### config.mk
export PLATFORM = sky130hd
export DESIGN_NAME = fep_queue
export DESIGN_NICKNAME = d
export VERILOG_FILES = /design/src/rtl/fep_pkg.sv /design/src/rtl/fep_queue.sv
export SDC_FILE = /design/constraint.sdc
export NUM_CORES = 1
export LEC_CHECK = 0
export ABC_AREA = 0
export BUFFER_PORTS_ARGS = -buffer_cell sky130_fd_sc_hd__buf_2
export CORE_UTILIZATION = 50
export DETAILED_ROUTE_END_ITERATION = 12
export PLACE_DENSITY_LB_ADDON = 0.1
export SKIP_LAST_GASP = 1
export SYNTH_ARGS = -nofsm -noshare
export SYNTH_HDL_FRONTEND = slang
export SYNTH_SLANG_ARGS = --single-unit
export TNS_END_PERCENT = 30
### constraint.sdc
create_clock -name clk -period 3.5 [get_ports clk]
set_clock_uncertainty 0.2 [all_clocks]
set_input_delay 0.525 -clock clk [delete_from_list [all_inputs] [get_ports clk]]
set_output_delay 0.525 -clock clk [all_outputs]
set_load 0.005 [all_outputs]
### src/rtl/fep_pkg.sv
// Package for the fire-effect pixel engine: item classes, queue control,
// intensity limits and the fire palette. No dependencies.
`default_nettype none

package fep_pkg;

	typedef logic [1:0] kind_t;

	localparam kind_t KIND_ZERO = 2'd0;
	localparam kind_t KIND_DROP = 2'd1;
	localparam kind_t KIND_READ = 2'd2;
	localparam kind_t KIND_PROP = 2'd3;

	localparam logic OP_PROP = 1'b0;
	localparam logic OP_READ = 1'b1;

	localparam logic [5:0] MAX_INTENSITY = 6'd36;
	localparam logic [1:0] MAX_DECAY = 2'd2;

	localparam int Q_DEPTH = 4;

	typedef struct packed {
		kind_t kind;
		logic [1:0] dec;
	} ctl_t;

	function automatic logic [23:0] palette_rgb(input logic [5:0] level);
		logic [23:0] rgb;
		case (level)
			6'd0: rgb = {8'd7, 8'd7, 8'd7};
			6'd1: rgb = {8'd31, 8'd7, 8'd7};
			6'd2: rgb = {8'd47, 8'd15, 8'd7};
			6'd3: rgb = {8'd71, 8'd15, 8'd7};
			6'd4: rgb = {8'd87, 8'd23, 8'd7};
			6'd5: rgb = {8'd103, 8'd31, 8'd7};
			6'd6: rgb = {8'd119, 8'd31, 8'd7};
			6'd7: rgb = {8'd143, 8'd39, 8'd7};
			6'd8: rgb = {8'd159, 8'd47, 8'd7};
			6'd9: rgb = {8'd175, 8'd63, 8'd7};
			6'd10: rgb = {8'd191, 8'd71, 8'd7};
			6'd11: rgb = {8'd199, 8'd71, 8'd7};
			6'd12: rgb = {8'd223, 8'd79, 8'd7};
			6'd13: rgb = {8'd223, 8'd87, 8'd7};
			6'd14: rgb = {8'd223, 8'd87, 8'd7};
			6'd15: rgb = {8'd215, 8'd95, 8'd7};
			6'd16: rgb = {8'd215, 8'd95, 8'd7};
			6'd17: rgb = {8'd215, 8'd103, 8'd15};
			6'd18: rgb = {8'd207, 8'd111, 8'd15};
			6'd19: rgb = {8'd207, 8'd119, 8'd15};
			6'd20: rgb = {8'd207, 8'd127, 8'd15};
			6'd21: rgb = {8'd207, 8'd135, 8'd23};
			6'd22: rgb = {8'd199, 8'd135, 8'd23};
			6'd23: rgb = {8'd199, 8'd143, 8'd23};
			6'd24: rgb = {8'd199, 8'd151, 8'd31};
			6'd25: rgb = {8'd191, 8'd159, 8'd31};
			6'd26: rgb = {8'd191, 8'd159, 8'd31};
			6'd27: rgb = {8'd191, 8'd167, 8'd39};
			6'd28: rgb = {8'd191, 8'd167, 8'd39};
			6'd29: rgb = {8'd191, 8'd175, 8'd47};
			6'd30: rgb = {8'd183, 8'd175, 8'd47};
			6'd31: rgb = {8'd183, 8'd183, 8'd47};
			6'd32: rgb = {8'd183, 8'd183, 8'd55};
			6'd33: rgb = {8'd207, 8'd207, 8'd111};
			6'd34: rgb = {8'd223, 8'd223, 8'd159};
			6'd35: rgb = {8'd239, 8'd239, 8'd199};
			default: rgb = {8'd255, 8'd255, 8'd255};
		endcase
		return rgb;
	endfunction

endpackage

`default_nettype wire

### src/rtl/fep_queue.sv
// Short request queue between the front and back ends of the fire-effect
// pixel engine. Depends on fep_pkg.
`default_nettype none

module fep_queue
	import fep_pkg::*;
#(
	parameter int WIDTH = 32
) (
	input  wire                            clk,
	input  wire                            arst_n,
	input  wire                            push,
	input  wire [WIDTH-1:0]                push_data,
	input  wire                            pop,
	output logic [WIDTH-1:0]               head,
	output logic [$clog2(Q_DEPTH+1)-1:0]   count
);

	localparam int PW = $clog2(Q_DEPTH);
	localparam int CW = $clog2(Q_DEPTH + 1);

	logic [WIDTH-1:0] slot_q [Q_DEPTH];
	logic [PW-1:0]    rd_ptr_q;
	logic [PW-1:0]    wr_ptr_q;
	logic [CW-1:0]    count_q;

	always_ff @(posedge clk or negedge arst_n) begin
		if (!arst_n) begin
			rd_ptr_q <= '0;
			wr_ptr_q <= '0;
			count_q  <= '0;
		end else begin
			if (push) begin
				wr_ptr_q <= (wr_ptr_q == PW'(Q_DEPTH - 1)) ? '0 : wr_ptr_q + 1'b1;
			end
			if (pop) begin
				rd_ptr_q <= (rd_ptr_q == PW'(Q_DEPTH - 1)) ? '0 : rd_ptr_q + 1'b1;
			end
			if (push && !pop) begin
				count_q <= count_q + 1'b1;
			end else if (pop && !push) begin
				count_q <= count_q - 1'b1;
			end
		end
	end

	always_ff @(posedge clk) begin
		if (push) begin
			slot_q[wr_ptr_q] <= push_data;
		end
	end

	assign head  = slot_q[rd_ptr_q];
	assign count = count_q;

	a_no_overflow: assert property (@(posedge clk) disable iff (!arst_n)
		push |-> (count_q != CW'(Q_DEPTH) || pop))
		else $error("request queue overflow");
	a_no_underflow: assert property (@(posedge clk) disable iff (!arst_n)
		pop |-> (count_q != '0))
		else $error("request queue underflow");

endmodule

`default_nettype wire

# == Word level (Yosys, flattened, before mapping) ==
# Memories as Yosys holds them, arrays and structs flattened.
# Index checks and enable logic that the tools add are counted.
# Widths: inputs -> output; s select.
# classes
add_sub_neg,4
eq_ne,2
muxes,6
reduce_logical,5
# op_table
cell,n
$mux 3,2
$add 2x1->2 const B,2
$eq 2x2->1 const B,2
$mux 2,2
$add 3x1->3 const B,1
$sub 3x1->3 const B,1
$logic_and 1x1->1,2
$logic_not 1->1,2
$mux 1,2
$reduce_bool 2->1,1
# totals
regBits,7
ramBits,128
input_bits,36
output_inout_bits,35
wordCells,21
memories,1
# memory_table
memory,depth,word_bits,read_ports,rd_clocked_by_memory_dff,wr,line,source
slot_q,4,32,1,0,1,fep_queue.sv:22,logic [WIDTH-1:0] slot_q [Q_DEPTH];

# == Longest topological paths before layout ==
# Gate-level depths: netlist of run 1.
# depth
ltp_word,4
mapped_depth,7

# == Worst setup path before layout of run 1 ==
# Ideal clock, no wire load.
# synth_path
path_kind,register -> register
start,register wr_ptr_q[0]
end,memory slot_q[2][0] (enable)
setup_ns,0.392
arrival_ns,1.413
setup_slack_ns,1.495
stages_incl_launch_ff,4
path_buffers,0
synth_period_minus_slack_ns,2.005
cell_sequence,dfrtp_1 -> inv_1 -> ha_1 -> and2_1
# synth_lines
element,line,source
from (decl),fep_queue.sv:24,logic [PW-1:0] wr_ptr_q;
from (signal assigned),fep_queue.sv:34,wr_ptr_q <= (wr_ptr_q == PW'(Q_DEPTH - 1)) ? '0 : wr_ptr_q + 1'b1;
to (decl),fep_queue.sv:22,
# Straight into the memory's write port.

# == Final worst setup path of run 1 ==
# layout_path
start,register rd_ptr_q[1]
end,output port head[28]
# layout_between
elab_chain_len,1
# layout_lines
element,line,source
from (decl),fep_queue.sv:23,logic [PW-1:0] rd_ptr_q;
from (signal assigned),fep_queue.sv:37,rd_ptr_q <= (rd_ptr_q == PW'(Q_DEPTH - 1)) ? '0 : rd_ptr_q + 1'b1;
$mem_v2 4x32,--,
to (decl),fep_queue.sv:15,"output logic [WIDTH-1:0] head,"
# Every way passes these cells.

==> key figures, run 1 <==
Floorplanning
  • Die ar.: 0.0105 sq mm
  • Initial Util: around 52%
  • Die Wd: 103 um
  • Die Y: approximately 100 um
  • Area of the core: 0.00982 sq mm
  • Std-Cell Rows: 36
  • IO Count: 71

CTS
  • Clock Tree Buf Depth: 2
  • Root buf cell: clkbuf_8
  • Resized cells post-CTS: 0
  • CTS Buf Count: 17
  • # clock sinks: about 140
  • Clk slew on worst S/H paths: 0.06 ns
  • CTS H-tree lvls: 4
  • Clock Latency Late Sink: 0.51 ns
  • CTS tree: yes

STA
  • Worst-Margin Slew: ~0.91 ns
  • Final hold violation count: 0
  • # setup viols final: 0
  • Slew headroom: around 39%
  • RSZ-0062 raised after global routing: false
  • Setup TNS: 0 ns
  • Final Cycle Share: about four fifths
  • Final min period: 2.74 ns
  • Max-slew violations: 0
  • Final worst-path setup slack: roughly 0.76 ns
  • Max Freq: approximately 360 MHz

Drt
  • DRT Pass-1 Iters: 4
  • DRC viols: 0
  • Via count: roughly 2.3k
  • Via density per instance: between 5 and 6
  • Wire length per cell: between 15 and 20 um
  • Post-route antenna net violation count: 0
  • Final WL: around 8 mm
  • 1st-iter DRT viols: 116

Job
  • Maxcap violations: 0

GRT
  • Global-route wire length before repair: 12.2 mm
  • GRT overflow: 0
  • Vias in the first global route: approximately 2.3k
  • Initial antenna violation count: 0
  • Total GRT Usage: 16.7%
  • Largest net degree at the start of global routing: 35

Logic synthesis
  • Yosys cell types: 18
  • Ys Warns: 0
  • Synthesized area: 0.00507 sq mm
  • Net Count, Synth: 246
  • Seq cells post-synth: between 100 and 150
  • Avg Synthesized Cell Area: between 20 and 25 sq um
  • Seq/Total Area, Yosys: about 79%
  • Synthesized instance count: 203

Power
  • Peak supply drop: about 390 uV
  • Power Density: approximately 850 mW/mm^2
  • Lkg Pwr: approximately 2.2 nW

Placed design
  • # port buffers: 70
  • Setup WS pre-CTS: ~1.3 ns
  • GPL Wtd Cong: 0.655

Setup path
  • Worst setup path class: flip-flop to output port
  • Crit path max fanout: 34
  • Worst setup EP type: output port
  • Data required, critical path: 2.77 ns
  • Crit path arrival time: a little over 2 ns
  • Startpoint Class: flip-flop

Final layout
  • Fillers: approximately 730
  • Synth-to-Final Area Change: 21.4%
  • Antenna cell count: 0
  • Layout cells sized above 1: 45.7%
  • Final #Nets: 330

Worst hold path
  • Min-delay worst type: input port to flip-flop

Run status
  • Status: completed
-- sequential cells by signal, indices dropped and copies added, names as in the netlist --
| name | cells |
|---|---|
| wr_ptr_q | 2 |
| slot_q | 128 |
| count | 3 |
| rd_ptr_q | 2 |
-- kinds of logic (layout without fill, tap and decap cells) --
logic type | count (synthesis) | count (layout) | synth area share [%]
adder cells (fa/ha/maj) | 7 | 7 | 1.88
XOR/XNOR | 3 | 3 | 0.518
buffers and inverters | 12 | 109 | 2.07
multiplexers | 35 | 35 | 15.2
AND/OR/NAND/NOR | 9 | 9 | 0.864
AO/OA/AOI/OAI | 2 | 2 | 0.197
flip-flops | 135 | 135 | 79.3
-- path summary, 6_finish.rpt --
| kind | cells past startpoint | startpoint | slack [ns] | endpoint |
|---|---|---|---|---|
| worst max-delay path | 2 | rd_ptr_q[1] | 0.76 | head[28] |
| worst max register to register | 3 | wr_ptr_q[0] | 1.53 | slot_q[2][29] |
| max in group asynchronous | 2 | arst_n | 2.72 | rd_ptr_q[1] |
| worst min register to register | 1 | count[2] | 0.27 | count[2] |
| worst min-delay path | 1 | push_data[14] | 0.03 | slot_q[2][14] |
| min in group asynchronous | 2 | arst_n | 0.19 | count[2] |
-- power breakdown --
part | internal (W) | switching (W) | leakage [nW]
clock | 0.00122 | 0.000625 | 0.297
sequential | 0.00209 | 0.000157 | 1.26
combinational | 0.000617 | 0.000515 | 0.628
total | 0.00393 | 0.00130 | 2.18
-- per-layer routing --
metal  track usage [%]  wire (um)
met2              25.9       3910
met4              6.59        108
met3              6.37        406
met1              21.4       3570
met5                 0          0
-- worst max-delay path: stages, from the launching register on --
cell	delay [ns]
dfrtp_2	0.93
mux4_1	0.43
buf_2	0.15
-- stage by stage --
| step | hold WS (ns) | cells | total power, W | util (%) | area (sq um) |
|---|---|---|---|---|---|
| 2_1_floorplan | 0.0294 | 203 | 0.00305 | - | 5070 |
| 3_3_place_gp | 0.174 | 400 | 0.00343 | 56.2 | 5520 |
| 3_5_place_dp | 0.178 | 400 | 0.00344 | 56.2 | 5520 |
| 4_1_cts | 0.00607 | 433 | 0.00530 | 62.7 | 6150 |
| 5_1_grt | 0.00515 | 433 | 0.00549 | 62.7 | 6150 |
| 6_report | 0.0262 | 433 | 0.00522 | 62.7 | 6150 |
-- cell type report --
cell class                      instances  area (sq um)  share of cell area [%]
Timing Repair Buffer                   73           375                    6.10
Clock buffer                           19           422                    6.85
Multi-Input combinational cell         56           950                    15.4
Clock inverter                         13           204                    3.31
Tap cell                              133           166                    2.70
Sequential cell                       135          4020                    65.4
Inverter                                4          15.0                   0.244
-- synth_stat cells, drive strengths merged --
library cell	n	share of area, %
edfxtp	128	76
mux4	32	15
buf	7	1.7
dfrtp	7	3.5
ha	6	1.5
and2	4	0.49
inv	4	0.30
mux2	3	0.67
nor2	3	0.22
nand2	2	0.15
o21ai	2	0.20
xor2	2	0.35
clkbuf	1	0.074
fa	1	0.39
xnor2	1	0.17
-- cell usage in the layout, fill, tap and decap left out --
cell and count:
edfxtp_1 128, dfrtp_1 5, and2_2 4, xor2_1 2, clkbuf_8 1, mux4_1 4
clkbuf_16 16, fa_1 1, dfrtp_2 2, dlygate4sd3_1 1, clkbuf_1 2, clkinvlp_4 2
nand2_1 2, clkinv_2 1, clkinv_4 3, mux2_2 3, mux4_2 28, ha_1 6
xnor2_1 1, buf_2 70, o21ai_0 2, inv_1 4, bufinv_16 5, clkinv_1 2
buf_4 2, nor2_1 3
-- timing repair --
action,CTS,global route
endpoints found under the setup margin,0,0
hold buffers,1,0
hold endpoints to repair,7,0
setup buffers,0,0
Power figures use the tool's default switching activity.
==> run 2: changes to the inputs <==
- clock period: 3.5 -> 2.7 ns (I/O delays scaled with it)
==> key figures, run 2 (same netlist as run 1, synthesis figures left out) <==
Floorplanning
  • Initial Util: 51.6%
  • Area of the core: between 0.009 and 0.01 sq mm
  • IO Count: roughly 70
  • Die Y: approximately 100 um
  • Std-Cell Rows: 36
  • Die Wd: 103 um
  • Die ar.: about 0.011 sq mm

STA
  • Slew headroom: between 60% and 70%
  • Final Cycle Share: between 90 and 100%
  • Final worst-path setup slack: approximately 0.21 ns
  • Max Freq: ~400 MHz
  • Final hold violation count: 0
  • Final min period: about 2.5 ns
  • RSZ-0062 raised after global routing: false
  • # setup viols final: 0
  • Setup TNS: 0 ns
  • Worst-Margin Slew: around 0.49 ns
  • Max-slew violations: 0

GRT
  • Initial antenna violation count: 0
  • Vias in the first global route: 2,513
  • Global-route wire length before repair: 13.2 mm
  • Total GRT Usage: a little under a fifth
  • GRT overflow: 0
  • Largest net degree at the start of global routing: 21

Drt
  • Via count: 2,446
  • DRT Pass-1 Iters: 5
  • Post-route antenna net violation count: 0
  • Via density per instance: ~5.1
  • DRC viols: 0
  • Final WL: 8.62 mm
  • 1st-iter DRT viols: around 110
  • Wire length per cell: ~18 um

Power
  • Power Density: 1030 mW/mm^2
  • Lkg Pwr: around 2.4 nW
  • Peak supply drop: between 500 and 600 uV
  • Sequential share of power: 42.0%
  • P_int: between 0.005 and 0.006 W
  • Comb pwr share: about a quarter
  • Sw Ratio: 25.6%
  • Sw Pwr: 0.00175 W
  • Power share of the clock group: 32.3%

Final layout
  • Final #Nets: between 300 and 400
  • Biggest register: slot_q
  • Fillers: a little under 700
  • Most frequent cells in the layout: 128 x edfxtp_1, 70 x buf_2, 35 x dlygate4sd3_1, 28 x mux4_2, 16 x clkbuf_16
  • Layout cells sized above 1: between 40% and 50%
  • Leading cell type in the layout, fill and taps excluded: edfxtp_1
  • Antenna cell count: 0
  • Synth-to-Final Area Change: 30.3%
  • Max reg flops: about 130

Job
  • Maxcap violations: 0

CTS
  • Clock Tree Buf Depth: 2
  • CTS H-tree lvls: 4
  • Root buf cell: clkbuf_8
  • # clock sinks: around 140
  • CTS Buf Count: 17
  • CTS tree: yes
  • Clock Latency Late Sink: around 0.50 ns
  • Clk slew on worst S/H paths: approximately 0.06 ns

Run status
  • Status: completed

Placed design
  • Setup WS pre-CTS: 0.367 ns
  • GPL Wtd Cong: roughly 0.64
  • Hpwl dp: between 5 and 6 mm
  • # port buffers: 70

Setup path
  • Worst setup path class: flip-flop to output port
  • Startpoint Class: flip-flop
  • Worst reg-to-reg setup slack: 0.83 ns
  • Crit path max fanout: 9
  • Data required, critical path: around 2.1 ns
  • R2R cell count: 4
  • Max stage delay on crit path: between 0.5 and 0.6 ns
  • Reg-to-reg endpoint: slot_q[2][1]
  • Worst setup EP type: output port
  • Crit path arrival time: 1.88 ns
  • R2r startpoint: wr_ptr_q[0]
  • CP max stage cell: mux4_2
  • Crit-path cells: buf_4 > mux4_2 > buf_2
  • Cell depth of the worst setup path: 3
  • CP top delay family: multiplexers
  • Number of buffers and inverters on the critical path: 2

Worst hold path
  • Min-delay worst type: input port to asynchronous set/reset pin
-- run 2: cell types whose count changed in the layout (fill, tap and decap cells not counted) --
cell,change
buf_4,+8
clkinv_4,+1
clkinv_2,+1
dlygate4sd3_1,+34
clkbuf_1,-1
dfrtp_2,-1
buf_12,+5
bufinv_16,-2
dfrtp_4,+1
-- run 2: power by group through the flow --
stage | Sequential (W) | Combinational (W) | Clock (W)
final | 0.00286 | 0.00176 | 0.00221
after global routing | 0.00290 | 0.00194 | 0.00235
after CTS | 0.00287 | 0.00181 | 0.00224
after detailed placement | 0.00296 | 0.00163 | 0
after global placement | 0.00294 | 0.00161 | 0
after floorplan | 0.00282 | 0.00114 | 0
-- run 2: area by class of cell --
cell class	count	area (sq um)	area share, %
multi-input cells	56	950	14.4
clock inverters	13	158	2.39
flip-flops and latches	135	4020	60.9
clock buffers	18	418	6.33
repair buffers	120	876	13.3
well taps	133	166	2.52
inverters	4	15.0	0.227
-- run 2: worst max path at each step --
stage / from / to / slack [ns]
after floorplan: wr_ptr_q[0] / slot_q[2][0] / 0.69
after global placement: rd_ptr_q[0] / head[11] / 0.38
after detailed placement: rd_ptr_q[0] / head[14] / 0.37
after CTS: rd_ptr_q[0] / head[14] / 0.17
after global routing: rd_ptr_q[0] / head[27] / 0.13
final: rd_ptr_q[0] / head[11] / 0.21
-- run 2: routing by layer --
| metal | global-route usage [%] | vias up | wire (um) |
|---|---|---|---|
| met5 | 0 | - | 0 |
| met4 | 7.47 | 0 | 85 |
| met3 | 5.29 | 9 | 357 |
| met2 | 28.8 | 60 | 4350 |
| met1 | 23.8 | 1265 | 3820 |
| li1 | - | 1112 | - |
-- run 2: stage by stage --
step | total power (W) | cells | hold slack, ns | utilization, % | area (sq um)
detailed placement | 0.00458 | 408 | 0.0588 | 57.3 | 5630
finish | 0.00683 | 479 | 0.0815 | 67.3 | 6610
global route | 0.00718 | 479 | 0.0714 | 67.3 | 6610
floorplan | 0.00396 | 203 | -0.0906 | - | 5070
CTS | 0.00691 | 479 | 0.0470 | 67.3 | 6610
global placement | 0.00455 | 408 | 0.0530 | 57.3 | 5630
-- run 2: repair_timing --
item,CTS,global route
setup buffers,5,0
resized for setup,1,0
endpoints found under the hold margin,138,0
setup endpoints to repair,19,0
hold buffers,35,0
