**config.mk**
```make
export PLATFORM = sky130hd
export DESIGN_NAME = fep_front
export DESIGN_NICKNAME = d
export VERILOG_FILES = /design/src/rtl/fep_pkg.sv /design/src/rtl/fep_front.sv
export SDC_FILE = /design/constraint.sdc
export NUM_CORES = 1
export LEC_CHECK = 0
export BUFFER_PORTS_ARGS = -buffer_cell sky130_fd_sc_hd__buf_2
export CORE_MARGIN = 5
export CORE_UTILIZATION = 45
export CTS_CLUSTER_DIAMETER = 50
export DETAILED_ROUTE_END_ITERATION = 12
export GPL_ROUTABILITY_DRIVEN = 0
export PLACE_DENSITY = 0.7
export SKIP_LAST_GASP = 1
export SYNTH_ARGS = -nofsm -noshare
export SYNTH_HDL_FRONTEND = slang
export SYNTH_SLANG_ARGS = --single-unit
```
**constraint.sdc**
```tcl
create_clock -name clk -period 3.8 [get_ports clk]
set_clock_uncertainty 0.05 [all_clocks]
set_input_delay 0 -clock clk [delete_from_list [all_inputs] [get_ports clk]]
set_output_delay 0 -clock clk [all_outputs]
set_load 0.02 [all_outputs]
```
**src/rtl/fep_pkg.sv**
```systemverilog
// Package for the fire-effect pixel engine: item classes, queue control,
// intensity limits and the fire palette. No dependencies.
`default_nettype none

package fep_pkg;

	typedef logic [1:0] kind_t;

	localparam kind_t KIND_ZERO = 2'd0;
	localparam kind_t KIND_DROP = 2'd1;
	localparam kind_t KIND_READ = 2'd2;
	localparam kind_t KIND_PROP = 2'd3;

	localparam logic OP_PROP = 1'b0;
	localparam logic OP_READ = 1'b1;

	localparam logic [5:0] MAX_INTENSITY = 6'd36;
	localparam logic [1:0] MAX_DECAY = 2'd2;

	localparam int Q_DEPTH = 4;

	typedef struct packed {
		kind_t kind;
		logic [1:0] dec;
	} ctl_t;

	function automatic logic [23:0] palette_rgb(input logic [5:0] level);
		logic [23:0] rgb;
		case (level)
			6'd0: rgb = {8'd7, 8'd7, 8'd7};
			6'd1: rgb = {8'd31, 8'd7, 8'd7};
			6'd2: rgb = {8'd47, 8'd15, 8'd7};
			6'd3: rgb = {8'd71, 8'd15, 8'd7};
			6'd4: rgb = {8'd87, 8'd23, 8'd7};
			6'd5: rgb = {8'd103, 8'd31, 8'd7};
			6'd6: rgb = {8'd119, 8'd31, 8'd7};
			6'd7: rgb = {8'd143, 8'd39, 8'd7};
			6'd8: rgb = {8'd159, 8'd47, 8'd7};
			6'd9: rgb = {8'd175, 8'd63, 8'd7};
			6'd10: rgb = {8'd191, 8'd71, 8'd7};
			6'd11: rgb = {8'd199, 8'd71, 8'd7};
			6'd12: rgb = {8'd223, 8'd79, 8'd7};
			6'd13: rgb = {8'd223, 8'd87, 8'd7};
			6'd14: rgb = {8'd223, 8'd87, 8'd7};
			6'd15: rgb = {8'd215, 8'd95, 8'd7};
			6'd16: rgb = {8'd215, 8'd95, 8'd7};
			6'd17: rgb = {8'd215, 8'd103, 8'd15};
			6'd18: rgb = {8'd207, 8'd111, 8'd15};
			6'd19: rgb = {8'd207, 8'd119, 8'd15};
			6'd20: rgb = {8'd207, 8'd127, 8'd15};
			6'd21: rgb = {8'd207, 8'd135, 8'd23};
			6'd22: rgb = {8'd199, 8'd135, 8'd23};
			6'd23: rgb = {8'd199, 8'd143, 8'd23};
			6'd24: rgb = {8'd199, 8'd151, 8'd31};
			6'd25: rgb = {8'd191, 8'd159, 8'd31};
			6'd26: rgb = {8'd191, 8'd159, 8'd31};
			6'd27: rgb = {8'd191, 8'd167, 8'd39};
			6'd28: rgb = {8'd191, 8'd167, 8'd39};
			6'd29: rgb = {8'd191, 8'd175, 8'd47};
			6'd30: rgb = {8'd183, 8'd175, 8'd47};
			6'd31: rgb = {8'd183, 8'd183, 8'd47};
			6'd32: rgb = {8'd183, 8'd183, 8'd55};
			6'd33: rgb = {8'd207, 8'd207, 8'd111};
			6'd34: rgb = {8'd223, 8'd223, 8'd159};
			6'd35: rgb = {8'd239, 8'd239, 8'd199};
			default: rgb = {8'd255, 8'd255, 8'd255};
		endcase
		return rgb;
	endfunction

endpackage

`default_nettype wire

```
**src/rtl/fep_front.sv**
```systemverilog
// Front end of the fire-effect pixel engine: takes requests, classifies them
// and works out store addresses. Depends on fep_pkg.
`default_nettype none

module fep_front
	import fep_pkg::*;
#(
	parameter int FRAME_WIDTH = 240,
	parameter int FRAME_HEIGHT = 160,
	parameter int AW = 16
) (
	input  wire                  clk,
	input  wire                  arst_n,
	input  wire                  accept,
	input  wire                  op,
	input  wire [7:0]            column,
	input  wire [7:0]            row,
	input  wire [1:0]            decay,
	output logic                 push,
	output logic [$bits(ctl_t)+2*AW-1:0] push_data
);

	logic          valid_s1;
	logic          op_s1;
	logic [7:0]    col_s1;
	logic [1:0]    dec_s1;
	logic [AW-1:0] prod_s1;
	logic          inframe_s1;
	logic          bottom_s1;

	logic [AW-1:0] idx;
	logic [AW-1:0] rd_addr;
	logic [AW-1:0] wr_addr;
	ctl_t          ctl;

	always_ff @(posedge clk or negedge arst_n) begin
		if (!arst_n) begin
			valid_s1 <= 1'b0;
		end else begin
			valid_s1 <= accept;
		end
	end

	always_ff @(posedge clk) begin
		if (accept) begin
			op_s1      <= op;
			col_s1     <= column;
			dec_s1     <= (decay > MAX_DECAY) ? MAX_DECAY : decay;
			prod_s1    <= AW'(32'(row) * 32'(FRAME_WIDTH));
			inframe_s1 <= (32'(column) < 32'(FRAME_WIDTH)) && (32'(row) < 32'(FRAME_HEIGHT));
			bottom_s1  <= (32'(row) + 32'd1) >= 32'(FRAME_HEIGHT);
		end
	end

	always_comb begin
		idx     = prod_s1 + AW'(col_s1);
		rd_addr = idx;
		wr_addr = idx - AW'(dec_s1);
		ctl.dec = dec_s1;
		if (!inframe_s1) begin
			ctl.kind = KIND_ZERO;
		end else if (op_s1 == OP_READ) begin
			ctl.kind = KIND_READ;
		end else if (bottom_s1) begin
			ctl.kind = KIND_ZERO;
		end else if (idx < AW'(dec_s1)) begin
			ctl.kind = KIND_DROP;
		end else begin
			ctl.kind = KIND_PROP;
			rd_addr  = idx + AW'(FRAME_WIDTH);
		end
	end

	assign push      = valid_s1;
	assign push_data = {ctl, rd_addr, wr_addr};

endmodule

`default_nettype wire

```
Word level (Yosys, flattened, before mapping)

Cells that the tools add are included.

Register bits after elaboration: 26
Input port bits: 22
Output and inout port bits: 37
Logic and storage cells: 26

Add/sub/neg operators: 4
$mul: 1
Order comparisons: 5
Mux-type cells: 8
Reduce and logical (&&, ||, !) cells: 1

Operators by type and width:

| cell                                                                   | number |
|---|---|
| 16-bit two-way mux                                                     | 4 |
| 16-bit by 8-bit adder with 16-bit output                               | 1 |
| 16-bit by 8-bit adder with 16-bit output (second input constant)       | 1 |
| 16-bit by 2-bit < comparator with 1-bit output                         | 1 |
| 8-bit < comparator (second input constant)                             | 2 |
| 16-bit by 2-bit subtractor with 16-bit output                          | 1 |
| 8-bit by 4-bit multiplier with 12-bit output (second input constant)   | 1 |
| 8-bit by 1-bit adder with 9-bit output (second input constant)         | 1 |
| 9-bit by 8-bit >= comparator with 1-bit output (second input constant) | 1 |
| 2-bit two-way mux                                                      | 4 |
| 2-bit > comparator (second input constant)                             | 1 |
| 1-bit logical AND                                                      | 1 |

Logic depth before layout (Yosys ltp)

Gate-level depths: netlist of the first run.

Depth in word-level cells: 6
Depth in mapped cells: 12
Depth with buffers taken out: 12

Worst setup path after synthesis of the first run

Ideal clock, no wire load.

Path type: input -> register
Start: in row[0]
End: reg prod_s1[15] (data pin)
Library setup time: 0.258 ns
Arrival time: 2.701 ns
Required time: 3.492 ns
Slack: 0.791 ns
Stages on the path: 12
Buffers on the path: 0
Cell sequence: fa_1 inv_1 fa_1 inv_1 ha_1 a21o_1 a21oi_1 o21bai_1 a2111oi_0 o31ai_1 a21oi_1 xnor2_1

Cells in the longest elaborated chain, start to end: 1

RTL lines:

| element                                      | RTL line        | text |
|---|---|---|
| from (decl)                                  | fep_front.sv:17 | `input wire [7:0] row,` |
| 8-bit by 4-bit multiplier with 12-bit output | fep_front.sv:49 | `prod_s1 <= AW'(32'(row) * 32'(FRAME_WIDTH));` |
| to (signal assigned)                         | fep_front.sv:49 |  |
| to (decl)                                    | fep_front.sv:27 | `logic [AW-1:0] prod_s1;` |

No other way between the ends.
A chain may end at the register's enable or synchronous reset.

Final worst setup path of the first run

Ends and elaborated chain as after synthesis.

==> results.yml, run 1 <==
routing:
  postRouteAntennaNets: 0
  vias: 1933
  dr.pass1.iters: 4
  viasPerCell: 4.98
  wl_met1_um: 2210
  wl_um: 4880
  drt_iter0_drc: 58
  dr_wl_met2_um: 2330
  drc: 0
  post_drt_wl_per_cell_um: 12.6
  top_layer: "met4"
  routed-wl-met3_um: 294
global_route:
  grt_pass1_wl_um: 8420
  track_usage_pct: 13.7
  grt_max_degree: 27
  grt_pass1_vias: 1896
  antenna_found_initial: 0
  overflow: 0
placement:
  placed_cells: 370
  hpwlAfterDp_um: 3980
  placed_area_um2: 2920
  numPortBuffers: 58
floorplan:
  die_area_um2: 7310
  die_y_um: 85.5
  num_io_pins: 59
  start_util_pct: 46.6
  fp-row-count: 27
  coreArea_um2: 5510
  die_w_um: 85.5
power_and_ir_drop:
  switching_power_uw: 718
  swShare_pct: 43.9
  p_seq_share_pct: 27.1
  leakage_uw: 0.00136
  clockPowerShare_pct: 13.6
  irDropWorstVdd_mv: 0.463
  intPower_uw: 916
  power_density_nw_per_um2: 521
  power_frac_comb_pct: 59.2
synth:
  synth_cell_types: 49
  synth-edff-count: 25
  yosys_register_bits: 26
  synth_cells: 244
  synthTopCellsByCount: "ha_1, edfxtp_1, xnor2_1"
  yosysSeqAreaShare_pct: 30.2
  ys_async_sr_fraction_pct: 3.85
  synth_top_area_share_pct: 29.3
  synth.most_common_cell: "ha_1"
  synth-main-ff-cell: "edfxtp_1"
  synthesis.area_um2: 2560
  yosysTopAreaCell: "edfxtp_1"
  yosysWarnings: 0
  avgSynthCellArea_um2: 10.5
  syn-num-nets: 310
  synth_area_leaders: "edfxtp_1, ha_1, fa_1, xnor2_1, xor2_1"
cts:
  cts_max_path_buffers: 2
  post_cts_buffers: 0
  cts_inserted_buffers: 3
  tritoncts: "done"
  clk_pin_slew_ns: 0.09
  cts_root_buffer: "clkbuf_8"
  clock-sinks: 26
  cts.htree.levels: 1
final_layout:
  nNetsFinal: 383
  num_antenna_cells: 0
  drive_above_1_share_pct: 23.7
  synthToLayoutAreaGrowth_pct: 22.4
  design_area_um2: 3140
  final_cells: 388
  fillers: 482
critical_path:
  crit_start: "row[0]"
  start_kind: "primary input"
  path_class: "in2reg"
  worstSetupEndpointType: "flip-flop"
  critical_path.endpoint: "prod_s1[15]"
  required_ns: 3.77
  critical_path_peak_fanout: 6
  cp.arrival_ns: 3.47
timing:
  tightest_slew_ns: 0.759
  period_share_pct: 92.1
  timing.fmax_ghz: 0.286
  hold_ws_ns: 0.0793
  final-setup-viol-count: 0
  tns_ns: 0
  rsz0062_at_grt: "no"
  slew_headroom_pct: 49.3
  hold_viol_final: 0
  drv_slew: 0
  period_needed_ns: 3.50
run:
  max-cap-violations: 0
status:
  outcome: "completed"
worst_hold_path:
  hold_path_depth: 1
  hp-class: "in2reg"
-- final cells by class --
| type | instances | area [um2] | area share (%) |
|---|---|---|---|
| Multi-Input combinational cell | 189 | 1670 | 53.2 |
| Sequential cell | 26 | 776 | 24.7 |
| Timing Repair Buffer | 74 | 445 | 14.2 |
| Tap cell | 72 | 90.1 | 2.87 |
| Inverter | 23 | 86.3 | 2.75 |
| Clock buffer | 3 | 41.3 | 1.32 |
| Clock inverter | 1 | 30.0 | 0.957 |
-- layout by cell type, fill, tap and decap left out, types with 3 or more instances in the layout --
| cell | n |
|---|---|
| a211oi_1 | 3 |
| a21oi_1 | 11 |
| and3_1 | 3 |
| buf_2 | 58 |
| clkbuf_8 | 3 |
| dlygate4sd3_1 | 14 |
| edfxtp_1 | 25 |
| fa_1 | 15 |
| ha_1 | 29 |
| inv_1 | 23 |
| nand2_1 | 9 |
| nand3_1 | 10 |
| nand4_1 | 4 |
| nor2_1 | 17 |
| nor3_1 | 5 |
| nor3b_1 | 3 |
| o21a_1 | 3 |
| xnor2_1 | 25 |
| xor2_1 | 16 |
-- sequential cells by signal, indices dropped and copies added (netlist names) --
name,flops
inframe_s1,1
prod_s1,12
push,1
col_s1,8
bottom_s1,1
op_s1,1
dec_s1,2
-- critical path, cell delays in order --
cell	delay, ns
dlygate4sd3_1	0.53
buf_2	0.16
fa_1	0.57
inv_1	0.06
fa_1	0.49
inv_1	0.06
ha_1	0.27
a21o_1	0.15
a21oi_1	0.22
o21bai_1	0.13
a2111oi_2	0.43
o31ai_1	0.13
a21oi_1	0.18
xnor2_1	0.08
-- cells by family after synthesis --
family,after synthesis,share of synthesized area (%)
AND/OR/NAND/NOR,67,14.1
adder cells (fa/ha/maj),44,25.9
XOR/XNOR,42,14.6
AO/OA/AOI/OAI,35,9.85
buffers and inverters,29,4.88
flip-flops,26,30.2
multiplexers,1,0.390
-- worst min-delay path by stage --
| stage | startpoint | end | slack [ns] |
|---|---|---|---|
| after floorplan | arst_n | push | -0.35 |
| after global placement | arst_n | push | -0.28 |
| after global routing | accept | push | 0.10 |
| final | accept | push | 0.08 |
| after CTS | accept | push | 0.08 |
| after detailed placement | arst_n | push | -0.27 |
-- metal layers --
layer,up-vias,global-route usage (%)
li1,994,-
met1,881,17.9
met2,54,24.2
met3,4,1.15
met4,0,3.74
met5,-,0
-- power groups by stage --
stage	clock network, uW	registers [uW]	logic [uW]
2_1_floorplan	0	432	720
3_3_place_gp	0	448	936
3_5_place_dp	0	450	954
4_1_cts	226	443	969
5_1_grt	239	451	1070
6_report	223	443	968
-- what timing repair did --
item	4_1_cts	5_1_grt
hold buffers	14	0
hold endpoints to repair	13	0
gates resized for setup	0	2
endpoints found under the setup margin	0	1
-- through the flow --
stage	setup slack [ns]	total power (uW)	utilization (%)
detailed placement	0.381	1400	53.1
global route	0.105	1760	57.0
CTS	0.102	1640	56.9
finish	0.301	1630	57.0
global placement	0.457	1380	53.1
floorplan	0.791	1150	-
(Power assumes the default switching activity.)
==> run 2: changes to the inputs <==
--- a/config.mk
+++ b/config.mk
@@ -6,12 +6,14 @@
 export NUM_CORES = 1
 export LEC_CHECK = 0
 export BUFFER_PORTS_ARGS = -buffer_cell sky130_fd_sc_hd__buf_2
+export CELL_PAD_IN_SITES_DETAIL_PLACEMENT = 0
+export CELL_PAD_IN_SITES_GLOBAL_PLACEMENT = 2
 export CORE_MARGIN = 5
-export CORE_UTILIZATION = 45
+export CORE_UTILIZATION = 34
 export CTS_CLUSTER_DIAMETER = 50
 export DETAILED_ROUTE_END_ITERATION = 12
 export GPL_ROUTABILITY_DRIVEN = 0
-export PLACE_DENSITY = 0.7
+export PLACE_DENSITY = 0.81
 export SKIP_LAST_GASP = 1
 export SYNTH_ARGS = -nofsm -noshare
 export SYNTH_HDL_FRONTEND = slang
==> run 2 against run 1 <==
  * Cell area up 0.92%
  * Maximum frequency fell by 2.2%
  * Global-route usage fell by 2.5 points
  * Final cell count is 7.0% higher
  * Hold slack gained 0.0033 ns
  * Critical path type unchanged
==> results.yml, run 2 (synthesis results as in run 1) <==
critical_path:
  worstSetupEndpointType: "flip-flop"
  start_kind: "primary input"
  required_ns: 3.77
  path_class: "in2reg"
  cp.arrival_ns: 3.55
  critical_path_peak_fanout: 6
power_and_ir_drop:
  leakage_uw: 0.00136
  power_density_nw_per_um2: 513
  power.total_uw: 1630
  irDropWorstVdd_mv: 0.167
global_route:
  track_usage_pct: 11.1
  grt_max_degree: 27
  grt_pass1_wl_um: 9040
  grt_util_met2_pct: 18.8
  overflow: 0
  grt_pass1_vias: 1935
  grt_use_met3_pct: 1.37
  use_met1_pct: 15.0
  busiest_layer: "met2"
  antenna_found_initial: 0
timing:
  final-setup-viol-count: 0
  tightest_slew_ns: 0.879
  slew_headroom_pct: 41.3
  timing.fmax_ghz: 0.279
  tns_ns: 0
  rsz0062_at_grt: "no"
  period_needed_ns: 3.58
  hold_ws_ns: 0.0827
  period_share_pct: 94.2
  hold_viol_final: 0
  drv_slew: 0
routing:
  postRouteAntennaNets: 0
  vias: 1882
  viasPerCell: 4.53
  drt_iter0_drc: 32
  dr.pass1.iters: 4
  wl_um: 5000
  post_drt_wl_per_cell_um: 12.1
  drc: 0
floorplan:
  die_area_um2: 9380
  die_y_um: 96.9
  die_w_um: 96.9
  start_util_pct: 35.2
  coreArea_um2: 7290
  fp-row-count: 31
  num_io_pins: 59
run:
  max-cap-violations: 0
final_layout:
  synthToLayoutAreaGrowth_pct: 23.5
  largest_register_ffs: 12
  layout_common_cells: "buf_2, ha_1, xnor2_1, edfxtp_1, inv_1"
  top_regs: "prod_s1 x12, col_s1 x8, dec_s1 x2"
  drive_above_1_share_pct: 23.4
  fillers: 738
  top_register: "prod_s1"
  num_antenna_cells: 0
  layout_commonest_cell: "buf_2"
  nNetsFinal: 383
cts:
  cts.htree.levels: 1
  clock-sinks: 26
  clk_pin_slew_ns: 0.09
  tritoncts: "done"
  cts_max_path_buffers: 2
  cts_root_buffer: "clkbuf_8"
  cts_inserted_buffers: 3
placement:
  numPortBuffers: 58
  hpwlAfterDp_um: 4310
worst_hold_path:
  hp-class: "in2reg"
status:
  outcome: "completed"
==> run 2: cell types whose count changed in the layout (fill, tap and decap cells not counted) <==
| cell | change |
|---|---|
| a2111oi_1 | +1 |
| a2111oi_2 | -1 |
==> run 2: timing repair <==
action,in CTS,in global routing
resized for setup,0,1
buffers inserted,0,0
hold endpoints to repair,13,0
setup endpoints to repair,0,1
hold buffers,14,0
==> run 2: layer usage <==
metal / wire, um / part of all wire, %
met5: 0 / 0
met4: 41 / 0.82
met3: 212 / 4.2
met2: 2370 / 47
met1: 2380 / 48
==> run 2: critical path, cell delays in order <==
cell	delay (ns)
dlygate4sd3_1	0.53
buf_2	0.16
fa_1	0.56
inv_1	0.06
fa_1	0.50
inv_1	0.06
ha_1	0.26
a21o_1	0.16
a21oi_1	0.22
o21bai_1	0.12
a2111oi_1	0.52
o31ai_1	0.13
a21oi_1	0.18
xnor2_1	0.08
==> run 2: worst paths after layout <==
| check | from | endpoint | slack, ns | cells past startpoint |
|---|---|---|---|---|
| worst max-delay path | row[0] | prod_s1[15] | 0.22 | 14 |
| worst min-delay path | accept | push | 0.08 | 1 |
| max in group asynchronous | arst_n | push | 3.08 | 3 |
| min in group asynchronous | arst_n | push | 0.52 | 3 |
==> run 2: cell type report <==
class | instances | area [um2] | area share (%)
multi-input cells | 189 | 1670 | 52.6
repair buffers | 74 | 445 | 14.1
well taps | 99 | 124 | 3.91
flip-flops and latches | 26 | 776 | 24.5
inverters | 23 | 86.3 | 2.73
clock buffers | 3 | 41.3 | 1.30
clock inverters | 1 | 30.0 | 0.948
==> run 2: stage by stage <==
step	utilization, %	setup WS (ns)	cells	instance area (um2)
floorplan	-	0.791	244	2560
global placement	40.5	0.427	397	2960
detailed placement	40.5	0.393	397	2960
CTS	43.4	0.121	415	3170
global route	43.4	0.0296	415	3170
finish	43.4	0.222	415	3170
==> run 2: report_power, final <==
group	internal (uW)	total, uW	switching (uW)
combinational	383	962	579
clock	141	220	79.3
sequential	390	444	54.1
total	913	1630	713
